[config.mk]
export PLATFORM = sky130hd
export DESIGN_NAME = hakg_search
export DESIGN_NICKNAME = d
export VERILOG_FILES = /design/src/design/hakg_pkg.sv /design/src/design/hakg_search.sv
export SDC_FILE = /design/constraint.sdc
export NUM_CORES = 2
export LEC_CHECK = 0
export BUFFER_PORTS_ARGS = -buffer_cell sky130_fd_sc_hd__clkbuf_2
export CORE_ASPECT_RATIO = 0.75
export CORE_UTILIZATION = 35
export DETAILED_ROUTE_END_ITERATION = 8
export PLACE_DENSITY = 0.47
export SKIP_LAST_GASP = 1
export SYNTH_ARGS = -nofsm -noshare
export SYNTH_HDL_FRONTEND = slang
export SYNTH_SLANG_ARGS = --single-unit
export TNS_END_PERCENT = 30
[constraint.sdc]
create_clock -name clk -period 27.6 [get_ports clk]
set_input_delay 5.52 -clock clk [delete_from_list [all_inputs] [get_ports clk]]
set_output_delay 5.52 -clock clk [all_outputs]
set_load 0.02 [all_outputs]
[src/design/hakg_pkg.sv]
// Shared types, constants and table function for the hinge angle keyboard gate.
`default_nettype none
package hakg_pkg;

  localparam int TABLE_ENTRIES_DEF = 91;
  localparam int ANGLE_STEPS_DEF   = 361;
  localparam int FRAC_BITS_DEF     = 15;

  localparam longint unsigned HALF_PI_Q30 = 64'd1686629713;
  localparam longint unsigned ONE_Q30     = 64'd1 << 30;

  localparam int RAD_W      = 64;
  localparam int ROOT_W     = 32;
  localparam int ROOT_STEPS = 32;
  localparam int MAG_W      = 16;
  localparam int SUM_W      = 32;
  localparam int NUM_COMP   = 6;

  localparam logic [8:0]  ANGLE_LOW_RST  = 9'd40;
  localparam logic [8:0]  ANGLE_HIGH_RST = 9'd230;
  localparam logic [14:0] TILT_LIMIT_RST = 15'd32113;

  localparam logic [1:0] CFG_ANGLE_LOW  = 2'd0;
  localparam logic [1:0] CFG_ANGLE_HIGH = 2'd1;
  localparam logic [1:0] CFG_TILT_LIMIT = 2'd2;

  typedef enum logic [2:0] {
    S_IDLE,
    S_SQUARE,
    S_ROOT_K,
    S_ROOT_P,
    S_DIV,
    S_SEARCH,
    S_DONE
  } state_t;

  typedef enum logic {
    OP_ROOT,
    OP_DIV
  } op_t;

  typedef struct packed {
    logic start;
    op_t  op;
  } unit_req_t;

  typedef struct packed {
    logic              done;
    logic              busy;
    logic [ROOT_W-1:0] result;
  } unit_resp_t;

  function automatic longint unsigned sine_q30(input longint unsigned x);
    longint unsigned x2;
    longint unsigned h;
    longint unsigned t;
    x2 = (x * x) >> 30;
    h  = ONE_Q30;
    t  = ((h * x2) >> 30) / 156;
    h  = (t >= ONE_Q30) ? 64'd0 : ONE_Q30 - t;
    t  = ((h * x2) >> 30) / 110;
    h  = (t >= ONE_Q30) ? 64'd0 : ONE_Q30 - t;
    t  = ((h * x2) >> 30) / 72;
    h  = (t >= ONE_Q30) ? 64'd0 : ONE_Q30 - t;
    t  = ((h * x2) >> 30) / 42;
    h  = (t >= ONE_Q30) ? 64'd0 : ONE_Q30 - t;
    t  = ((h * x2) >> 30) / 20;
    h  = (t >= ONE_Q30) ? 64'd0 : ONE_Q30 - t;
    t  = ((h * x2) >> 30) / 6;
    h  = (t >= ONE_Q30) ? 64'd0 : ONE_Q30 - t;
    return (x * h) >> 30;
  endfunction

endpackage
`default_nettype wire

[src/design/hakg_search.sv]
// Pipelined rotate-and-compare search over all angle steps.
`default_nettype none
module hakg_search #(
  parameter int TABLE_ENTRIES = hakg_pkg::TABLE_ENTRIES_DEF,
  parameter int ANGLE_STEPS   = hakg_pkg::ANGLE_STEPS_DEF,
  parameter int FRAC_BITS     = hakg_pkg::FRAC_BITS_DEF,
  localparam int CW = FRAC_BITS + 2,
  localparam int IW = $clog2(ANGLE_STEPS)
) (
  input  wire logic                 clk,
  input  wire logic                 rst,
  input  wire logic                 start,
  input  wire logic signed [CW-1:0] kx,
  input  wire logic signed [CW-1:0] kz,
  input  wire logic signed [CW-1:0] px,
  input  wire logic signed [CW-1:0] pz,
  output logic                      done,
  output logic [IW-1:0]             best_i
);

  localparam int Q  = TABLE_ENTRIES - 1;
  localparam int TW = FRAC_BITS + 1;
  localparam int JW = $clog2(TABLE_ENTRIES);
  localparam int MW = $clog2(4 * Q);
  localparam int PW = 2 * CW;
  localparam int DW = 2 * FRAC_BITS + 3;
  localparam int SH = 30 - FRAC_BITS;
  localparam longint unsigned UNIT = 64'd1 << FRAC_BITS;

  logic [TW-1:0] tab [TABLE_ENTRIES];

  for (genvar k = 0; k < TABLE_ENTRIES; k++) begin : g_tab
    localparam longint unsigned X  = (hakg_pkg::HALF_PI_Q30 * k + Q / 2) / Q;
    localparam longint unsigned S0 = (hakg_pkg::sine_q30(X) + ((64'd1 << SH) >> 1)) >> SH;
    localparam longint unsigned S1 = (S0 > UNIT) ? UNIT : S0;
    localparam longint unsigned SV = (k == 0) ? 64'd0 : ((k == Q) ? UNIT : S1);
    assign tab[k] = TW'(SV);
  end

  logic          issuing;
  logic [IW-1:0] i;
  logic [MW-1:0] m;
  logic [MW-1:0] jm;
  logic [JW-1:0] jj;
  logic          cn;
  logic          sn;
  logic [TW-1:0] c_raw;
  logic [TW-1:0] s_raw;

  logic                 v1, last1, v2, last2;
  logic [IW-1:0]        i1, i2;
  logic signed [CW-1:0] c1, s1;
  logic signed [PW-1:0] pa, pb, pc, pd;
  logic signed [DW-1:0] d1, d2;
  logic [DW-1:0]        cost;
  logic [DW-1:0]        best;

  always_comb begin
    priority if (m <= MW'(Q)) begin
      jm = m;
      cn = 1'b0;
      sn = 1'b0;
    end else if (m <= MW'(2 * Q)) begin
      jm = MW'(2 * Q) - m;
      cn = 1'b1;
      sn = 1'b0;
    end else if (m <= MW'(3 * Q)) begin
      jm = m - MW'(2 * Q);
      cn = 1'b1;
      sn = 1'b1;
    end else begin
      jm = MW'(4 * Q) - m;
      cn = 1'b0;
      sn = 1'b1;
    end
    jj    = JW'(jm);
    c_raw = tab[JW'(Q) - jj];
    s_raw = tab[jj];
  end

  always_comb begin
    d1   = $signed(DW'(pa)) - $signed(DW'(pb)) + ($signed(DW'(px)) <<< FRAC_BITS);
    d2   = $signed(DW'(pc)) + $signed(DW'(pd)) + ($signed(DW'(pz)) <<< FRAC_BITS);
    cost = (d1[DW-1] ? DW'(-d1) : DW'(d1)) + (d2[DW-1] ? DW'(-d2) : DW'(d2));
  end

  always_ff @(posedge clk) begin
    if (rst) begin
      issuing <= 1'b0;
      v1      <= 1'b0;
      v2      <= 1'b0;
      done    <= 1'b0;
    end else begin
      done <= v2 && last2;
      v1   <= issuing;
      v2   <= v1;
      if (start) begin
        issuing <= 1'b1;
      end else if (issuing && i == IW'(ANGLE_STEPS - 1)) begin
        issuing <= 1'b0;
      end
    end
  end

  always_ff @(posedge clk) begin
    if (start) begin
      i    <= '0;
      m    <= '0;
      best <= '1;
    end else if (issuing) begin
      i <= i + IW'(1);
      m <= (m == MW'(4 * Q - 1)) ? '0 : m + MW'(1);
    end
    i1    <= i;
    last1 <= (i == IW'(ANGLE_STEPS - 1));
    c1    <= cn ? -$signed({1'b0, c_raw}) : $signed({1'b0, c_raw});
    s1    <= sn ? -$signed({1'b0, s_raw}) : $signed({1'b0, s_raw});
    i2    <= i1;
    last2 <= last1;
    pa    <= c1 * kx;
    pb    <= s1 * kz;
    pc    <= c1 * kz;
    pd    <= s1 * kx;
    if (v2 && !start && cost < best) begin
      best   <= cost;
      best_i <= i2;
    end
  end

endmodule
`default_nettype wire

## After elaboration in Yosys (flattened, before gate mapping)

Memory sizes are Yosys's and may differ from the RTL's.
Cells that the tools add are included.

| cells by class | value |
|---|---|
| divide/modulo/power cells | 0 |
| shift operators | 0 |
| mux-type cells | 21 |
| $mul | 4 |
| eq/ne operators | 2 |
| reductions and logical operators | 7 |
| magnitude comparators | 6 |
| bitwise gates (word level) | 2 |
| $add $sub $neg | 15 |

Operators by type and width:

| operator | count |
|---|---|
| $mul 17x17->33 | 4 |
| $mux 33 | 4 |
| $mux 16 | 6 |
| $add 33x32->33 | 2 |
| $add 33x33->33 | 2 |
| $neg 33->33 | 2 |
| $neg 16->17 | 2 |
| $lt 33x33->1 | 1 |
| $sub 33x33->33 | 1 |
| $mux 7 | 3 |
| $add 9x1->9 const B | 2 |
| $eq 9x9->1 const B | 2 |
| $ge 8x8->1 const B | 2 |
| $not 7->8 | 2 |
| $sub 7x7->7 const A | 2 |
| $le 9x7->1 const B | 1 |
| $le 9x8->1 const B | 1 |
| $le 9x9->1 const B | 1 |
| $mux 9 | 1 |
| $mux 1 | 7 |
| $sub 6x7->7 const A | 1 |
| $sub 7x6->7 const B | 1 |
| $logic_and 1x1->1 | 4 |
| $reduce_bool 2->1 | 2 |
| $logic_not 1->1 | 1 |

| storage, ports and cells | value |
|---|---|
| bits in latches | 0 |
| ROM bits | 4,096 |
| memories | 2 |
| word-level logic and storage cells | 79 |
| bits in registers | 250 |
| memory bits (writable) | 0 |

Memories:

| memory | words | bits a word | read ports | clocked after Yosys merged registers in | wr ports | line | source |
|---|---|---|---|---|---|---|---|
| (no name shown) | 128 | 16 | 1 | 0 | 0 | hakg_search.sv:78 | `s_raw = tab[jj];` |
| (no name shown) | 128 | 16 | 1 | 0 | 0 | hakg_search.sv:77 | `c_raw = tab[JW'(Q) - jj];` |

## Depth between registers and ports, before layout

| logic depth | value |
|---|---|
| word-level depth | 11 |
| gate-level depth with buffers | 43 |
| depth with buffers taken out | 41 |

## Worst setup path before layout

Ideal clock, no wire load.

| path | value |
|---|---|
| kind | input port to flip-flop |
| start | input pz[1] |
| end | register best[0] (enable) |
| buffers on the path | 3 |
| library setup time | 0.375 ns |
| required time | 27.225 ns |
| setup slack | 12.950 ns |
| arrival | 14.275 ns |
| stages | 40 |
| cell sequence | fa_1 > ha_1 > clkbuf_1 > and3_1 > a21boi_0 > o21ai_0 > or3_1 > o21ai_1 > o211ai_1 > a31o_2 > a21oi_1 > xor2_1 > clkbuf_1 > nor2_1 > xnor2_1 > ha_1 > nor2b_1 > o31a_1 > (+4 left out) > a21o_1 > a21o_1 > a21oi_1 > xnor2_1 > ha_1 > nand4_1 > nor2_1 > and2_1 > a311oi_1 > o31ai_1 > a221oi_1 > o21ai_0 > a221o_1 > nand4_1 > a21oi_1 > nor4b_1 > clkbuf_1 > or2_2 |

| between the ends | value |
|---|---|
| longest elaborated chain between the ends | 7 |

RTL lines:

| element | line | source |
|---|---|---|
| from (decl) | hakg_search.sv:16 | `input wire logic signed [CW-1:0] pz,` |
| $add 33x32->33 (*) | hakg_search.sv:83 | `d2 = $signed(DW'(pc)) + $signed(DW'(pd)) + ($signed(DW'(pz)) <<< FRAC_BITS);` |
| $neg 33->33 | hakg_search.sv:84 | `cost = (d1[DW-1] ? DW'(-d1) : DW'(d1)) + (d2[DW-1] ? DW'(-d2) : DW'(d2));` |
| $mux 33 (*) | hakg_search.sv:84 |  |
| $add 33x33->33 (*) | hakg_search.sv:84 |  |
| named net cost[16] | hakg_search.sv:55 | `logic [DW-1:0] cost;` |
| $lt 33x33->1 (*) | hakg_search.sv:124 | `if (v2 && !start && cost < best) begin` |
| $logic_and 1x1->1 (*) | hakg_search.sv:124 |  |
| $reduce_bool 2->1 (no source line) (*) | -- |  |
| to (signal assigned) | hakg_search.sv:125 | `best <= cost;` |
| to (decl) | hakg_search.sv:56 | `logic [DW-1:0] best;` |

Mark *: on every way through the listed nets, which the timed path passes. The rest lies on a longest branch.
A chain may end at the register's enable or synchronous reset.

## Final worst setup path

| path | value |
|---|---|
| start | input px[0] |
| end | register best[0] (enable) |

| between the ends | value |
|---|---|
| longest elaborated chain between the ends | 7 |

RTL lines:

| element | line | source |
|---|---|---|
| from (decl) | hakg_search.sv:15 | `input wire logic signed [CW-1:0] px,` |
| $add 33x32->33 (*) | hakg_search.sv:82 | `d1 = $signed(DW'(pa)) - $signed(DW'(pb)) + ($signed(DW'(px)) <<< FRAC_BITS);` |
| $neg 33->33 | hakg_search.sv:84 |  |
| $mux 33 (*) | hakg_search.sv:84 |  |
| $add 33x33->33 (*) | hakg_search.sv:84 |  |
| named net cost[16] | hakg_search.sv:55 |  |
| $lt 33x33->1 (*) | hakg_search.sv:124 |  |
| $logic_and 1x1->1 (*) | hakg_search.sv:124 |  |
| $reduce_bool 2->1 (no source line) (*) | -- |  |

Marked as above.

==> impl_metrics.json <==
{
  "cts-buffers-inserted": 37,
  "crit_fanout": 33,
  "nFillCells": 17900,
  "drt_iter0_markers": 3211,
  "syn_to_final_growth_pct": 6.51,
  "fp.dieH_um": 366,
  "coreArea_um2": 176000,
  "io_buffers": 80,
  "dr_total_vias": 47200,
  "hold_violations": 0,
  "period_share_pct": 53.4,
  "place_congestion": 0.950,
  "drt_first_pass_iters": 5,
  "r2r_cells": 38,
  "cts_resized": 0,
  "multi_input_area_um2": 50200,
  "end_kind": "flop",
  "tns_ns": 0,
  "r2r-end": "best[0]$_SDFFCE_PN1P_",
  "synth_top_area_share_pct": 38.8,
  "holdPathEnd": "i2[2]$_DFF_P_",
  "cp.arrival_ns": 14.98,
  "ant_nets": 0,
  "crit_type": "primary input to flop",
  "clkSlewWorstSetupHoldPaths_ns": 0.06,
  "fp.dieW_um": 488,
  "h-tree-depth": 2,
  "synthesis.area_um2": 61900,
  "clock-sinks": 250,
  "cts-root-buf": "clkbuf_16",
  "drv_slew": 0,
  "ys.flop_type": "dfxtp_1",
  "critical-path-slowest-cell": "or2_2",
  "antenna_found_initial": 24,
  "worst_setup_path_start_kind": "primary input",
  "grt_max_degree": 61,
  "insertion_delay_ns": 0.61,
  "cp_top_family": "simple AND/OR/NAND/NOR gates",
  "synthCells": 7022,
  "final_cell_mix": "inv_1 (1,343), fa_1 (1,199), nand2_1 (833), ha_1 (512), and2_1 (485)",
  "drv_cap": 0,
  "first_global_vias": 49500,
  "ys_ff_latch": 250,
  "hold_depth": 0,
  "ys_seq_area_share_pct": 8.76,
  "crit_required_ns": 27.83,
  "avgSynthCellArea_um2": 8.82,
  "cp_num_cells": 37,
  "postCtsHoldBufs": 0,
  "synth_fp_nets": 8804,
  "max_clock_freq_mhz": 67.8,
  "synth_area_leaders": "fa_1 (39%), ha_1 (10%), inv_1 (8.1%)",
  "drive_gt1_share_pct": 4.58,
  "min_path_type": "flop to flop",
  "ys_types": 93,
  "pin_count": 81,
  "route.detailed.drc": 0,
  "viasPerCell": 5.08,
  "overflow": 0,
  "num_rows": 133,
  "track_usage_pct": 21.6,
  "synth-edff-count": 42,
  "start_util_pct": 35.3,
  "wl_um": 191000,
  "grt_setup_unrepaired": "no",
  "grt_pass1_wl_um": 299000,
  "synth_warnings": 0,
  "min-delay-start": "i1[2]$_DFF_P_",
  "setup_viol": 0,
  "fin_area_um2": 66000,
  "regArea_um2": 5430,
  "status": "finished, final reports clean",
  "clock_path_buffers": 3,
  "fin_crit_ns": 14.75,
  "async_reset_ff_share_pct": 0,
  "critPathBufInv": 1,
  "worst_pin_slew_ns": 1.23,
  "skew_ns": 0.0269,
  "cp_slowest_stage_delay_ns": 0.68,
  "wl_per_cell_um": 20.6,
  "post_cts_buffers": 0,
  "rrSetupSlack_ns": 17.26,
  "post_dp_cell_area_um2": 64700,
  "synth_top_area_cell": "fa_1",
  "die_area_um2": 179000,
  "detailed_place_hpwl_um": 148000,
  "slew_headroom_pct": 16.0,
  "timing.rr.start": "pa[10]$_DFF_P_",
  "cts_tree": "yes",
  "final_common_cell": "inv_1",
  "nets": 8678
}
-- cells by family after synthesis --
family / synth area share [%]
AOI/OAI and AO/OA: 9.84
buffers and inverters: 10.3
xor gates and xnor gates: 4.88
adders and majority gates: 49.1
and+or+nand+nor: 16.5
DFF: 8.76
muxes: 0.596
-- registers in the layout, indices dropped and copies added, names as in the netlist --
name,flops
best,33
best_i,9
c1,17
done,1
i,9
i1,9
i2,9
issuing,1
last1,1
last2,1
m,9
pa,33
pb,33
pc,33
pd,33
s1,17
v1,1
v2,1
-- synth_stat cells, types with 44 or more instances --
cell      instances
inv_1          1343
dfxtp_1         208
nand2b_1        121
a21o_1           78
nor2_1          250
and2_1          485
nor3_1           97
xnor2_1         239
a31oi_1          44
ha_1            512
a21oi_1         245
nand2_1         833
fa_1           1199
xor2_1          100
clkbuf_1        299
nand3_1          76
o21ai_0         196
-- worst max path at each step --
| stage | from | slack [ns] | endpoint |
|---|---|---|---|
| after global placement | px[0] | 12.31 | best[0]$_SDFFCE_PN1P_ |
| after global routing | px[0] | 12.23 | best[3]$_SDFFCE_PN1P_ |
| after CTS | px[0] | 12.82 | best[0]$_SDFFCE_PN1P_ |
| after detailed placement | px[0] | 12.19 | best[4]$_SDFFCE_PN1P_ |
| after floorplan | pz[1] | 12.95 | best[0]$_SDFFCE_PN1P_ |
| final | px[0] | 12.85 | best[0]$_SDFFCE_PN1P_ |
-- area by class of cell --
type | instances | area share, %
tap | 2362 | 4.48
timing repair buffer | 176 | 1.70
sequential | 250 | 8.22
multi-input combinational | 5084 | 76.1
clock buffer | 45 | 1.51
clock inverter | 22 | 0.343
inverter | 1347 | 7.66
antenna | 4 | 0.0152
-- per-stage QoR --
stage               instances  hold WS [ns]  worst slack, ns  utilization [%]
CTS                      9286         0.327            12.82             37.6
global placement         9219         0.310            12.31             36.9
detailed placement       9219         0.312            12.19             36.9
global route             9287         0.332            12.23             37.6
finish                   9290         0.325            12.85             37.6
floorplan                7022         0.310            12.95                -
-- per-layer routing --
layer / track usage [%] / part of all wire (%)
met5: 0 / 0.020
met4: 4.49 / 2.0
met3: 3.77 / 6.7
met2: 33.1 / 43
met1: 31.7 / 48
Power is not shown: default switching activity piles up to over one toggle a cycle in this logic, so the estimate is an artifact.
