<file path="src/design/hakg_pkg.sv">
// Shared types, constants and table function for the hinge angle keyboard gate.
`default_nettype none
package hakg_pkg;

  localparam int TABLE_ENTRIES_DEF = 91;
  localparam int ANGLE_STEPS_DEF   = 361;
  localparam int FRAC_BITS_DEF     = 15;

  localparam longint unsigned HALF_PI_Q30 = 64'd1686629713;
  localparam longint unsigned ONE_Q30     = 64'd1 << 30;

  localparam int RAD_W      = 64;
  localparam int ROOT_W     = 32;
  localparam int ROOT_STEPS = 32;
  localparam int MAG_W      = 16;
  localparam int SUM_W      = 32;
  localparam int NUM_COMP   = 6;

  localparam logic [8:0]  ANGLE_LOW_RST  = 9'd40;
  localparam logic [8:0]  ANGLE_HIGH_RST = 9'd230;
  localparam logic [14:0] TILT_LIMIT_RST = 15'd32113;

  localparam logic [1:0] CFG_ANGLE_LOW  = 2'd0;
  localparam logic [1:0] CFG_ANGLE_HIGH = 2'd1;
  localparam logic [1:0] CFG_TILT_LIMIT = 2'd2;

  typedef enum logic [2:0] {
    S_IDLE,
    S_SQUARE,
    S_ROOT_K,
    S_ROOT_P,
    S_DIV,
    S_SEARCH,
    S_DONE
  } state_t;

  typedef enum logic {
    OP_ROOT,
    OP_DIV
  } op_t;

  typedef struct packed {
    logic start;
    op_t  op;
  } unit_req_t;

  typedef struct packed {
    logic              done;
    logic              busy;
    logic [ROOT_W-1:0] result;
  } unit_resp_t;

  function automatic longint unsigned sine_q30(input longint unsigned x);
    longint unsigned x2;
    longint unsigned h;
    longint unsigned t;
    x2 = (x * x) >> 30;
    h  = ONE_Q30;
    t  = ((h * x2) >> 30) / 156;
    h  = (t >= ONE_Q30) ? 64'd0 : ONE_Q30 - t;
    t  = ((h * x2) >> 30) / 110;
    h  = (t >= ONE_Q30) ? 64'd0 : ONE_Q30 - t;
    t  = ((h * x2) >> 30) / 72;
    h  = (t >= ONE_Q30) ? 64'd0 : ONE_Q30 - t;
    t  = ((h * x2) >> 30) / 42;
    h  = (t >= ONE_Q30) ? 64'd0 : ONE_Q30 - t;
    t  = ((h * x2) >> 30) / 20;
    h  = (t >= ONE_Q30) ? 64'd0 : ONE_Q30 - t;
    t  = ((h * x2) >> 30) / 6;
    h  = (t >= ONE_Q30) ? 64'd0 : ONE_Q30 - t;
    return (x * h) >> 30;
  endfunction

endpackage
`default_nettype wire

</file>
<file path="src/design/hakg_rootdiv.sv">
// Shared iterative square root and divide unit, one bit per cycle.
`default_nettype none
module hakg_rootdiv #(
  parameter int FRAC_BITS = hakg_pkg::FRAC_BITS_DEF
) (
  input  wire logic                          clk,
  input  wire logic                          rst,
  input  wire hakg_pkg::unit_req_t           req,
  input  wire logic [hakg_pkg::RAD_W-1:0]    radicand,
  input  wire logic [hakg_pkg::MAG_W-1:0]    dividend,
  input  wire logic [hakg_pkg::ROOT_W-1:0]   divisor,
  output hakg_pkg::unit_resp_t               resp
);

  localparam int RW = hakg_pkg::ROOT_W;
  localparam int AW = RW + 4;
  localparam logic [RW-1:0] UNIT = RW'(64'd1 << FRAC_BITS);

  logic             busy;
  logic             done;
  logic [5:0]       cnt;
  hakg_pkg::op_t    op_r;
  logic [AW-1:0]    acc;
  logic [RW-1:0]    root;
  logic [hakg_pkg::RAD_W-1:0] rad;

  logic [AW-1:0]    opa;
  logic [AW-1:0]    opb;
  logic [AW:0]      diff;
  logic             take;
  logic             ovf;

  always_comb begin
    if (op_r == hakg_pkg::OP_ROOT) begin
      opa = {acc[AW-3:0], rad[hakg_pkg::RAD_W-1 -: 2]};
      opb = AW'({root, 2'b01});
    end else begin
      opa = {acc[AW-2:0], 1'b0};
      opb = AW'(divisor);
    end
    diff = {1'b0, opa} - {1'b0, opb};
    take = !diff[AW];
    ovf  = RW'({dividend, 14'b0}) >= divisor;
  end

  always_ff @(posedge clk) begin
    if (rst) begin
      busy <= 1'b0;
      done <= 1'b0;
      cnt  <= '0;
    end else begin
      done <= 1'b0;
      if (req.start) begin
        if (req.op == hakg_pkg::OP_ROOT) begin
          cnt  <= 6'(hakg_pkg::ROOT_STEPS);
          busy <= 1'b1;
        end else if (divisor == '0 || ovf) begin
          done <= 1'b1;
        end else begin
          cnt  <= 6'(FRAC_BITS + 1);
          busy <= 1'b1;
        end
      end else if (busy) begin
        cnt <= cnt - 6'd1;
        if (cnt == 6'd1) begin
          busy <= 1'b0;
          done <= 1'b1;
        end
      end
    end
  end

  always_ff @(posedge clk) begin
    if (req.start) begin
      op_r <= req.op;
      rad  <= radicand;
      if (req.op == hakg_pkg::OP_ROOT) begin
        acc  <= '0;
        root <= '0;
      end else begin
        acc  <= AW'({dividend, 14'b0});
        root <= (divisor == '0) ? '0 : (ovf ? UNIT : '0);
      end
    end else if (busy) begin
      acc  <= take ? diff[AW-1:0] : opa;
      root <= {root[RW-2:0], take};
      rad  <= rad << 2;
    end
  end

  assign resp.done   = done;
  assign resp.busy   = busy;
  assign resp.result = (op_r == hakg_pkg::OP_DIV && root > UNIT) ? UNIT : root;

endmodule
`default_nettype wire

</file>
<file path="config.mk">
export PLATFORM = sky130hd
export DESIGN_NAME = hakg_rootdiv
export DESIGN_NICKNAME = d
export VERILOG_FILES = /design/src/design/hakg_pkg.sv /design/src/design/hakg_rootdiv.sv
export SDC_FILE = /design/constraint.sdc
export NUM_CORES = 1
export LEC_CHECK = 0
export ABC_CLOCK_PERIOD_IN_PS = 7100
export BUFFER_PORTS_ARGS = -buffer_cell sky130_fd_sc_hd__clkbuf_2
export CELL_PAD_IN_SITES_DETAIL_PLACEMENT = 0
export CELL_PAD_IN_SITES_GLOBAL_PLACEMENT = 2
export CORE_MARGIN = 2
export CORE_UTILIZATION = 40
export CTS_CLUSTER_SIZE = 20
export DETAILED_ROUTE_END_ITERATION = 8
export PLACE_DENSITY_LB_ADDON = 0.1
export SLEW_MARGIN = 5
export SYNTH_ARGS = -nofsm -noshare
export SYNTH_HDL_FRONTEND = slang
export SYNTH_SLANG_ARGS = --single-unit
export TNS_END_PERCENT = 100
</file>
<file path="constraint.sdc">
create_clock -name clk -period 7.1 [get_ports clk]
set_input_delay 0.71 -clock clk [delete_from_list [all_inputs] [get_ports clk]]
set_output_delay 0.71 -clock clk [all_outputs]
set_load 0.1 [all_outputs]
</file>
* After elaboration in Yosys (flattened, before gate mapping)
Cells that the tools add are included.
** Storage, ports and cells
- Register bits :: 140
- Latch bits :: 0
- Bits in writable memories :: 0
- Bits in read-only memories :: 0
- Input bits :: 116
- Output and inout port bits :: 34
- Logic and storage cells :: 47
- Memories :: 0
** Operators by class
- Add/sub/neg operators :: 2
- Multipliers :: 0
- Divide/modulo/power cells :: 0
- Magnitude comparators :: 2
- Eq/ne operators :: 2
- Shifts and indexed selects :: 0
- Mux-type cells :: 28
- Bitwise logic cells :: 0
- Reduce and logical (&&, ||, !) cells :: 6
** Operators with widths (count)
- two-way mux 64 bit :: 2
- two-way mux 35 bit :: 3
- two-way mux 32 bit :: 3
- two-way mux 16 bit :: 3
- subtractor 36 x 34 -> 37 bit :: 1
- two-way mux 36 bit :: 1
- two-way mux 34 bit :: 1
- greater-or-equal comparator 30 x 32 -> 1 bit :: 1
- > comparator 32 x 16 -> 1 bit (second input constant) :: 1
- zero test 32 bit :: 1
- two-way mux 30 bit :: 1
- two-way mux 6 bit :: 4
- two-way mux 1 bit :: 10
- == test 6 x 1 -> 1 bit (second input constant) :: 1
- subtractor 6 x 1 -> 6 bit (second input constant) :: 1
- inequality test 3 bit (second input constant) :: 1
- AND reduction 2 bit :: 1
- nonzero test 2 bit :: 1
- logical AND 1 bit :: 1
- zero test 1 bit :: 1
- logical OR 1 bit :: 1

* Logic depth before layout (Yosys ltp)
Gate-level depths: netlist (run 1).
- Word-level depth :: 5
- Mapped depth :: 17
- Gate-level depth less buffers :: 11

* Least setup slack after synthesis (run 1)
Ideal clock, no wire load.
- Path kind :: reg2reg
- From :: register op_r
- To :: register acc[23], data pin
- Setup time :: 267 ps
- Arrival time :: 4537 ps
- Required time :: 6833 ps
- Slack :: 2296 ps
- Cell stages (with the launch flop) :: 16
- Buffers on the path :: 4
- Clock period less this slack :: 4804 ps
- Cell sequence :: edfxtp_1 > buf_1 > clkbuf_1 > clkbuf_1 > nor2b_1 > a21oi_1 > ha_1 > a21o_1 > a21o_1 > a21o_1 > a21o_1 > a21oi_2 > nand2_2 > buf_2 > mux2i_1 > o21ai_0
** Between the ends
- Word-level cells in the longest chain between the ends :: 5
- Elaborated cells between the ends (all ways) :: 6
- Those cells by class :: add/sub: 1; mux: 5
** Ends and longest elaborated chain
- from (decl) :: RTL line hakg_rootdiv.sv:22 : hakg_pkg::op_t op_r;
- from (signal assigned) :: RTL line hakg_rootdiv.sv:75 : op_r <= req.op;
- two-way mux 36 bit or two-way mux 34 bit (tied branches) :: RTL line hakg_rootdiv.sv:34 : if (op_r == hakg_pkg::OP_ROOT) begin
- subtractor 36 x 34 -> 37 bit :: RTL line hakg_rootdiv.sv:41 : diff = {1'b0, opa} - {1'b0, opb};
- two-way mux 35 bit (*) :: RTL line hakg_rootdiv.sv:85 : acc <= take ? diff[AW-1:0] : opa;
- two-way mux 35 bit (*) :: RTL line hakg_rootdiv.sv:84 : end else if (busy) begin
- two-way mux 35 bit (*) :: RTL line hakg_rootdiv.sv:74 : if (req.start) begin
- to (signal assigned) :: RTL line hakg_rootdiv.sv:81 : acc <= AW'({dividend, 14'b0});
- to (signal assigned) :: RTL line hakg_rootdiv.sv:85
- to (decl) :: RTL line hakg_rootdiv.sv:23 : logic [AW-1:0] acc;
Mark *: on every way between the ends. The rest lies on a longest branch, timed or not. The select of a mux whose other input is x is not followed.
A chain may end at the register's enable or synchronous reset.

* Worst setup path in the final report (run 1)
- From :: register op_r
- To :: register acc[27], data pin
The elaborated chain is that of the path after synthesis.

==> results.sh, run 1 <==
export IMPL_cp_required_ps=7270
export IMPL_drc_errors=0
export IMPL_postCtsHoldBufs=0
export IMPL_avgSynthCellArea_um2=10.6
export IMPL_clock_fmax_ghz=0.215
export IMPL_ys_types=67
export IMPL_fin_total_pwr_mw=4.20
export IMPL_synth_warnings=0
export IMPL_worstHoldStart="cnt[2]$_SDFFE_PP0P_"
export IMPL_grt_first_pass_wirelength_um=40600
export IMPL_rr_startpoint="op_r$_DFFE_PP_"
export IMPL_synth_seq_cells=140
export IMPL_crit_path_max_incr_delay_ps=840
export IMPL_grtUsageMet3_pct=5.70
export IMPL_gr_max_usage_layer="met2"
export IMPL_synth_simple_gate_area_share_pct=14.4
export IMPL_final_hold_viol_count=0
export IMPL_track_usage_pct=21.8
export IMPL_setup_viol=0
export IMPL_synth_top_family_by_area="compound AO/OA/AOI/OAI gates"
export IMPL_layout_nets=1185
export IMPL_drt_iter0_drc=402
export IMPL_final_common_cell="clkbuf_2"
export IMPL_yosys_area_top_type="edfxtp_1"
export IMPL_met2_usage_pct=35.1
export IMPL_antenna_left=0
export IMPL_syn2layout_area_growth_pct=17.3
export IMPL_wl_per_cell_um=19.6
export IMPL_status="finished clean"
export IMPL_grt_overflow_total=0
export IMPL_cts_tree="done"
export IMPL_die_w_um=157
export IMPL_die_h_um=157
export IMPL_fin_ws_ps=2450
export IMPL_min_to="cnt[2]$_SDFFE_PP0P_"
export IMPL_critPathCaptureType="register"
export IMPL_powerDensity_mw_per_mm2=381
export IMPL_r2r_end="acc[27]$_DFFE_PN_"
export IMPL_finalWeightedCongestion=0.835
export IMPL_syn_area_mm2=0.00940
export IMPL_yosys_top_cells_area="edfxtp_1, mux2_2, ha_1"
export IMPL_vias=7305
export IMPL_clock_skew_ps=17.7
export IMPL_hold_depth=1
export IMPL_finalSetupTns_ps=0
export IMPL_timing_final_crit_share_pct=65.5
export IMPL_cts_resized=0
export IMPL_wl_um=26500
export IMPL_arrival_ps=4820
export IMPL_slowest_stage="edfxtp_1"
export IMPL_clockRootBuffer="clkbuf_16"
export IMPL_insertion_delay_ps=440
export IMPL_reg2reg_depth=11
export IMPL_synth_xor_area_share_pct=2.70
export IMPL_synth_seq_area_share_pct=43.9
export IMPL_path_clk_slew_ps=70
export IMPL_dpl_hpwl_um=19900
export IMPL_worstPathCellList="buf_12 > nor2b_1 > a21oi_1 > ha_1 > a21oi_1 > o21ai_0 > nor3_1 > a211o_1 > and2_4 > nor2_1 > a221o_1"
export IMPL_clockBufferDepth=2
export IMPL_synth_compound_area_share_pct=14.7
export IMPL_netlist_instances=887
export IMPL_path_max_fanout=64
export IMPL_drive_gt1_share_pct=29.1
export IMPL_cp_start_kind="register"
export IMPL_synth_ff_type="edfxtp_1"
export IMPL_viasPerCell=5.41
export IMPL_crit_top_cell="a21oi_1"
export IMPL_period_needed_ps=4650
export IMPL_die_area_mm2=0.0247
export IMPL_rsz0062_at_grt="no"
export IMPL_cts_setup_buffers=0
export IMPL_grtUsageMet1_pct=29.3
export IMPL_port_buffers=149
export IMPL_p_leak_nw=4.55
export IMPL_h_tree_depth=4
export IMPL_synthMuxAreaShare_pct=13.9
export IMPL_worstMarginPinSlew_ps=1080
export IMPL_final_core_util_pct=47.4
export IMPL_synth_edff_count=132
export IMPL_dr_pass1_iters=4
export IMPL_io_pins=150
export IMPL_start_util_pct=40.4
export IMPL_num_fill_cells=2263
export IMPL_critPathKind="reg -> reg"
export IMPL_cts_sinks=140
export IMPL_slew_limit_headroom_pct=27.0
export IMPL_drv_cap=0
export IMPL_syn_nets=1055
export IMPL_synthAdderAreaFrac_pct=7.00
export IMPL_r2r_slack_ps=2450
export IMPL_core_rowCount=56
export IMPL_fp_coreArea_mm2=0.0233
export IMPL_final_cell_mix="clkbuf_2, edfxtp_1, mux2_2"
export IMPL_pre_cts_slack_ps=2550
export IMPL_numCtsBuffers=17
export IMPL_synth_top_area_share_pct=42.2
export IMPL_synthArstFlopShare_pct=0
export IMPL_grt_max_degree=84
export IMPL_slew_violations=0
export IMPL_min_path_type="reg -> reg"
export IMPL_grt_pass1_vias=7314
export IMPL_antenna_found_initial=2
export IMPL_ir_drop_v=0.000167
==> metal layers <==
metal / vias up / share of wire (%)
li1: 3576 / -
met1: 3560 / 46
met2: 139 / 48
met3: 28 / 4.7
met4: 2 / 1.4
met5: - / 0.060
==> power by group <==
| group | internal, mW | leakage, nW | switching, mW |
|---|---|---|---|
| clock | 0.540 | 0.305 | 0.417 |
| sequential | 1.13 | 1.43 | 0.0888 |
| combinational | 0.802 | 2.81 | 1.23 |
==> stage by stage <==
| stage | hold slack (ps) | instances | area (um^2) |
|---|---|---|---|
| after floorplan | 464 | 887 | 9400 |
| after global placement | 496 | 1317 | 10400 |
| after detailed placement | 505 | 1317 | 10400 |
| after CTS | 510 | 1349 | 11000 |
| after global routing | 534 | 1349 | 11000 |
| final | 515 | 1350 | 11000 |
==> cells by family after synthesis <==
| group | Yosys count |
|---|---|
| buffers and inverters | 76 |
| xor gates and xnor gates | 29 |
| muxes | 119 |
| adders and majority gates | 52 |
| AOI/OAI and AO/OA | 211 |
| and+or+nand+nor | 260 |
| DFF | 140 |
==> synth_stat cells, types with 4 or more instances <==
cell / count
a211oi_1: 10
a21o_1: 26
a21oi_1: 75
a21oi_2: 4
a221o_1: 4
a22oi_1: 7
a31oi_1: 4
and2_1: 19
buf_1: 4
buf_2: 7
clkbuf_1: 24
dfxtp_1: 8
edfxtp_1: 132
ha_1: 51
inv_1: 35
mux2_2: 95
mux2i_1: 24
nand2_1: 72
nand2b_1: 5
nand3_1: 11
nand4_1: 14
nor2_1: 34
nor2b_1: 53
nor3_1: 15
nor4_1: 14
o211ai_1: 4
o21a_1: 6
o21ai_0: 37
o21bai_1: 4
or3_1: 5
xnor2_1: 17
xor2_1: 12
==> sequential cells by signal, indices dropped and copies added, names as in the netlist <==
| signal | cells |
|---|---|
| rad | 64 |
| cnt | 6 |
| root | 32 |
| done | 1 |
| acc | 35 |
| busy | 1 |
| op_r | 1 |
==> worst max-delay path by stage <==
stage | depth (start not counted) | slack [ps] | from | to
after floorplan | 15 | 2300 | op_r$_DFFE_PP_ | acc[23]$_DFFE_PN_
after global placement | 11 | 2610 | op_r$_DFFE_PP_ | acc[24]$_DFFE_PN_
after detailed placement | 11 | 2550 | op_r$_DFFE_PP_ | acc[27]$_DFFE_PN_
after CTS | 11 | 2520 | op_r$_DFFE_PP_ | acc[27]$_DFFE_PN_
after global routing | 11 | 2200 | op_r$_DFFE_PP_ | acc[28]$_DFFE_PN_
final | 11 | 2450 | op_r$_DFFE_PP_ | acc[27]$_DFFE_PN_
==> worst max-delay path, delay by kind of cell, from the launching register on <==
kind                       cells  cell delay (ps)
adders and majority gates      1              390
and+or+nand+nor                4             1140
DFF                            1              840
AOI/OAI and AO/OA              5             1620
buffers and inverters          1              410
==> layout make-up <==
type / count / area [um^2] / area share [%]
Antenna cell: 1 / 2.50 / 0.0227
Inverter: 35 / 131 / 1.19
Multi-Input combinational cell: 671 / 4950 / 44.9
Clock inverter: 15 / 203 / 1.84
Sequential cell: 140 / 4120 / 37.4
Tap cell: 319 / 399 / 3.62
Clock buffer: 17 / 425 / 3.86
Timing Repair Buffer: 152 / 783 / 7.11
Power figures use the tool's default switching activity.
==> run 2: changes to the inputs <==
Settings changed: ABC_CLOCK_PERIOD_IN_PS 7100 to 4500, CORE_UTILIZATION 40 to 37.
Clock period 7.1 ns to 4.5 ns, I/O delays scaled along.
==> results.sh, run 2 (synthesis results as in run 1) <==
export IMPL_status="finished clean"
export IMPL_min_path_type="in -> reg"
export IMPL_final_common_cell="clkbuf_2"
export IMPL_insertion_delay_ps=430
export IMPL_port_buffers=149
export IMPL_dr_pass1_iters=5
export IMPL_r2r_end="acc[15]$_DFFE_PN_"
export IMPL_h_tree_depth=4
export IMPL_path_clk_slew_ps=70
export IMPL_final_hold_viol_count=0
export IMPL_layout_nets=1191
export IMPL_core_rowCount=58
export IMPL_p_leak_nw=4.60
export IMPL_cts_resized=0
export IMPL_worstMarginPinSlew_ps=828
export IMPL_critPathCaptureType="register"
export IMPL_cts_sinks=140
export IMPL_cp_start_kind="register"
export IMPL_fp_coreArea_mm2=0.0250
export IMPL_r2r_slack_ps=490
export IMPL_io_pins=150
export IMPL_wl_um=27400
export IMPL_cts_tree="done"
export IMPL_drive_gt1_share_pct=30.9
export IMPL_setup_viol=0
export IMPL_critPathKind="reg -> reg"
export IMPL_die_h_um=163
export IMPL_arrival_ps=4150
export IMPL_drt_iter0_drc=366
export IMPL_cp_required_ps=4640
export IMPL_track_usage_pct=21.0
export IMPL_drc_errors=0
export IMPL_reg_top3="rad (64), acc (35), root (32)"
export IMPL_slew_violations=0
export IMPL_antenna_found_initial=4
export IMPL_grt_pass1_vias=7510
export IMPL_diodes=0
export IMPL_ir_drop_v=0.000251
export IMPL_powerDensity_mw_per_mm2=593
export IMPL_final_cell_mix="clkbuf_2, edfxtp_1, mux2_2"
export IMPL_syn2layout_area_growth_pct=18.6
export IMPL_grt_first_pass_wirelength_um=42500
export IMPL_clock_fmax_ghz=0.249
export IMPL_clock_skew_ps=20.1
export IMPL_die_w_um=163
export IMPL_clockBufferDepth=2
export IMPL_start_util_pct=37.5
export IMPL_die_area_mm2=0.0267
export IMPL_rr_startpoint="op_r$_DFFE_PP_"
export IMPL_wl_per_cell_um=20.0
export IMPL_hold_depth=2
export IMPL_min_to="busy$_SDFFE_PP0P_"
export IMPL_clockRootBuffer="clkbuf_16"
export IMPL_period_needed_ps=4010
export IMPL_timing_hold_ws_ps=265
export IMPL_reg2reg_depth=12
export IMPL_worstHoldStart="rst"
export IMPL_finalWeightedCongestion=0.862
export IMPL_numCtsBuffers=17
export IMPL_cts_setup_buffers=0
export IMPL_slew_limit_headroom_pct=44.5
export IMPL_postCtsHoldBufs=0
export IMPL_rsz0062_at_grt="no"
export IMPL_dpl_hpwl_um=20900
export IMPL_timing_final_crit_share_pct=89.1
export IMPL_antenna_left=0
export IMPL_grt_overflow_total=0
export IMPL_viasPerCell=5.27
export IMPL_path_max_fanout=28
export IMPL_largest_reg_flops=64
export IMPL_grt_max_degree=98
export IMPL_drv_cap=0
export IMPL_finalSetupTns_ps=0
export IMPL_fin_total_pwr_mw=6.61
export IMPL_vias=7196
export IMPL_regMostFlops="rad"
-- run 2: cell count changes in the layout (fill, tap and decap cells not counted), sizes merged --
cell / before / now
clkinvlp: 1 / 0
bufinv: 2 / 0
diode: 1 / 0
clkbuf: 165 / 167
buf: 4 / 10
inv: 42 / 43
-- run 2: routing by layer --
metal	GRT usage, %	wire, um	up-vias
met4	4.71	240	4
li1	-	-	3584
met3	5.84	1520	20
met5	0	24	-
met1	27.6	12700	3449
met2	34.3	12900	139
-- run 2: layout make-up --
| cell class | instances | area [um^2] |
|---|---|---|
| fill | 2434 | 13900 |
| clock inverter | 13 | 144 |
| sequential | 140 | 4120 |
| inverter | 35 | 131 |
| multi-input combinational | 671 | 4990 |
| tap | 330 | 413 |
| clock buffer | 19 | 464 |
| timing repair buffer | 158 | 878 |
-- run 2: how the worst max path moves through the flow --
stage                         startpoint                 to  depth (start not counted)
final                     op_r$_DFFE_PP_  acc[15]$_DFFE_PN_                         12
after global routing      op_r$_DFFE_PP_  acc[15]$_DFFE_PN_                         12
after CTS                 op_r$_DFFE_PP_  acc[15]$_DFFE_PN_                         12
after detailed placement  op_r$_DFFE_PP_  acc[28]$_DFFE_PN_                         12
after global placement    op_r$_DFFE_PP_  acc[17]$_DFFE_PN_                         12
after floorplan           op_r$_DFFE_PP_  acc[23]$_DFFE_PN_                         15
-- run 2: where the power goes --
part,switching (mW),internal (mW),leakage [nW]
Combinational,1.94,1.29,2.87
Sequential,0.143,1.78,1.43
Clock,0.672,0.793,0.301
Total,2.75,3.86,4.60
-- run 2: worst max-delay path, stage by stage, from the launching register on --
cell	delay (ps)
edfxtp_1	460
buf_12	250
buf_4	220
mux2_2	360
ha_1	370
a21oi_1	190
o21bai_1	80
a21o_1	210
nor3_1	360
a211o_1	330
nand2_2	480
mux2i_1	300
o21ai_0	100
-- run 2: per-stage QoR --
step                      cell area (um^2)  util, %  std cells  setup slack, ps
after detailed placement             10500     42.1       1334              496
after CTS                            11100     44.5       1366              481
after floorplan                       9430        -        887              153
final                                11100     44.5       1366              490
after global routing                 11100     44.5       1366              150
after global placement               10500     42.1       1334              606
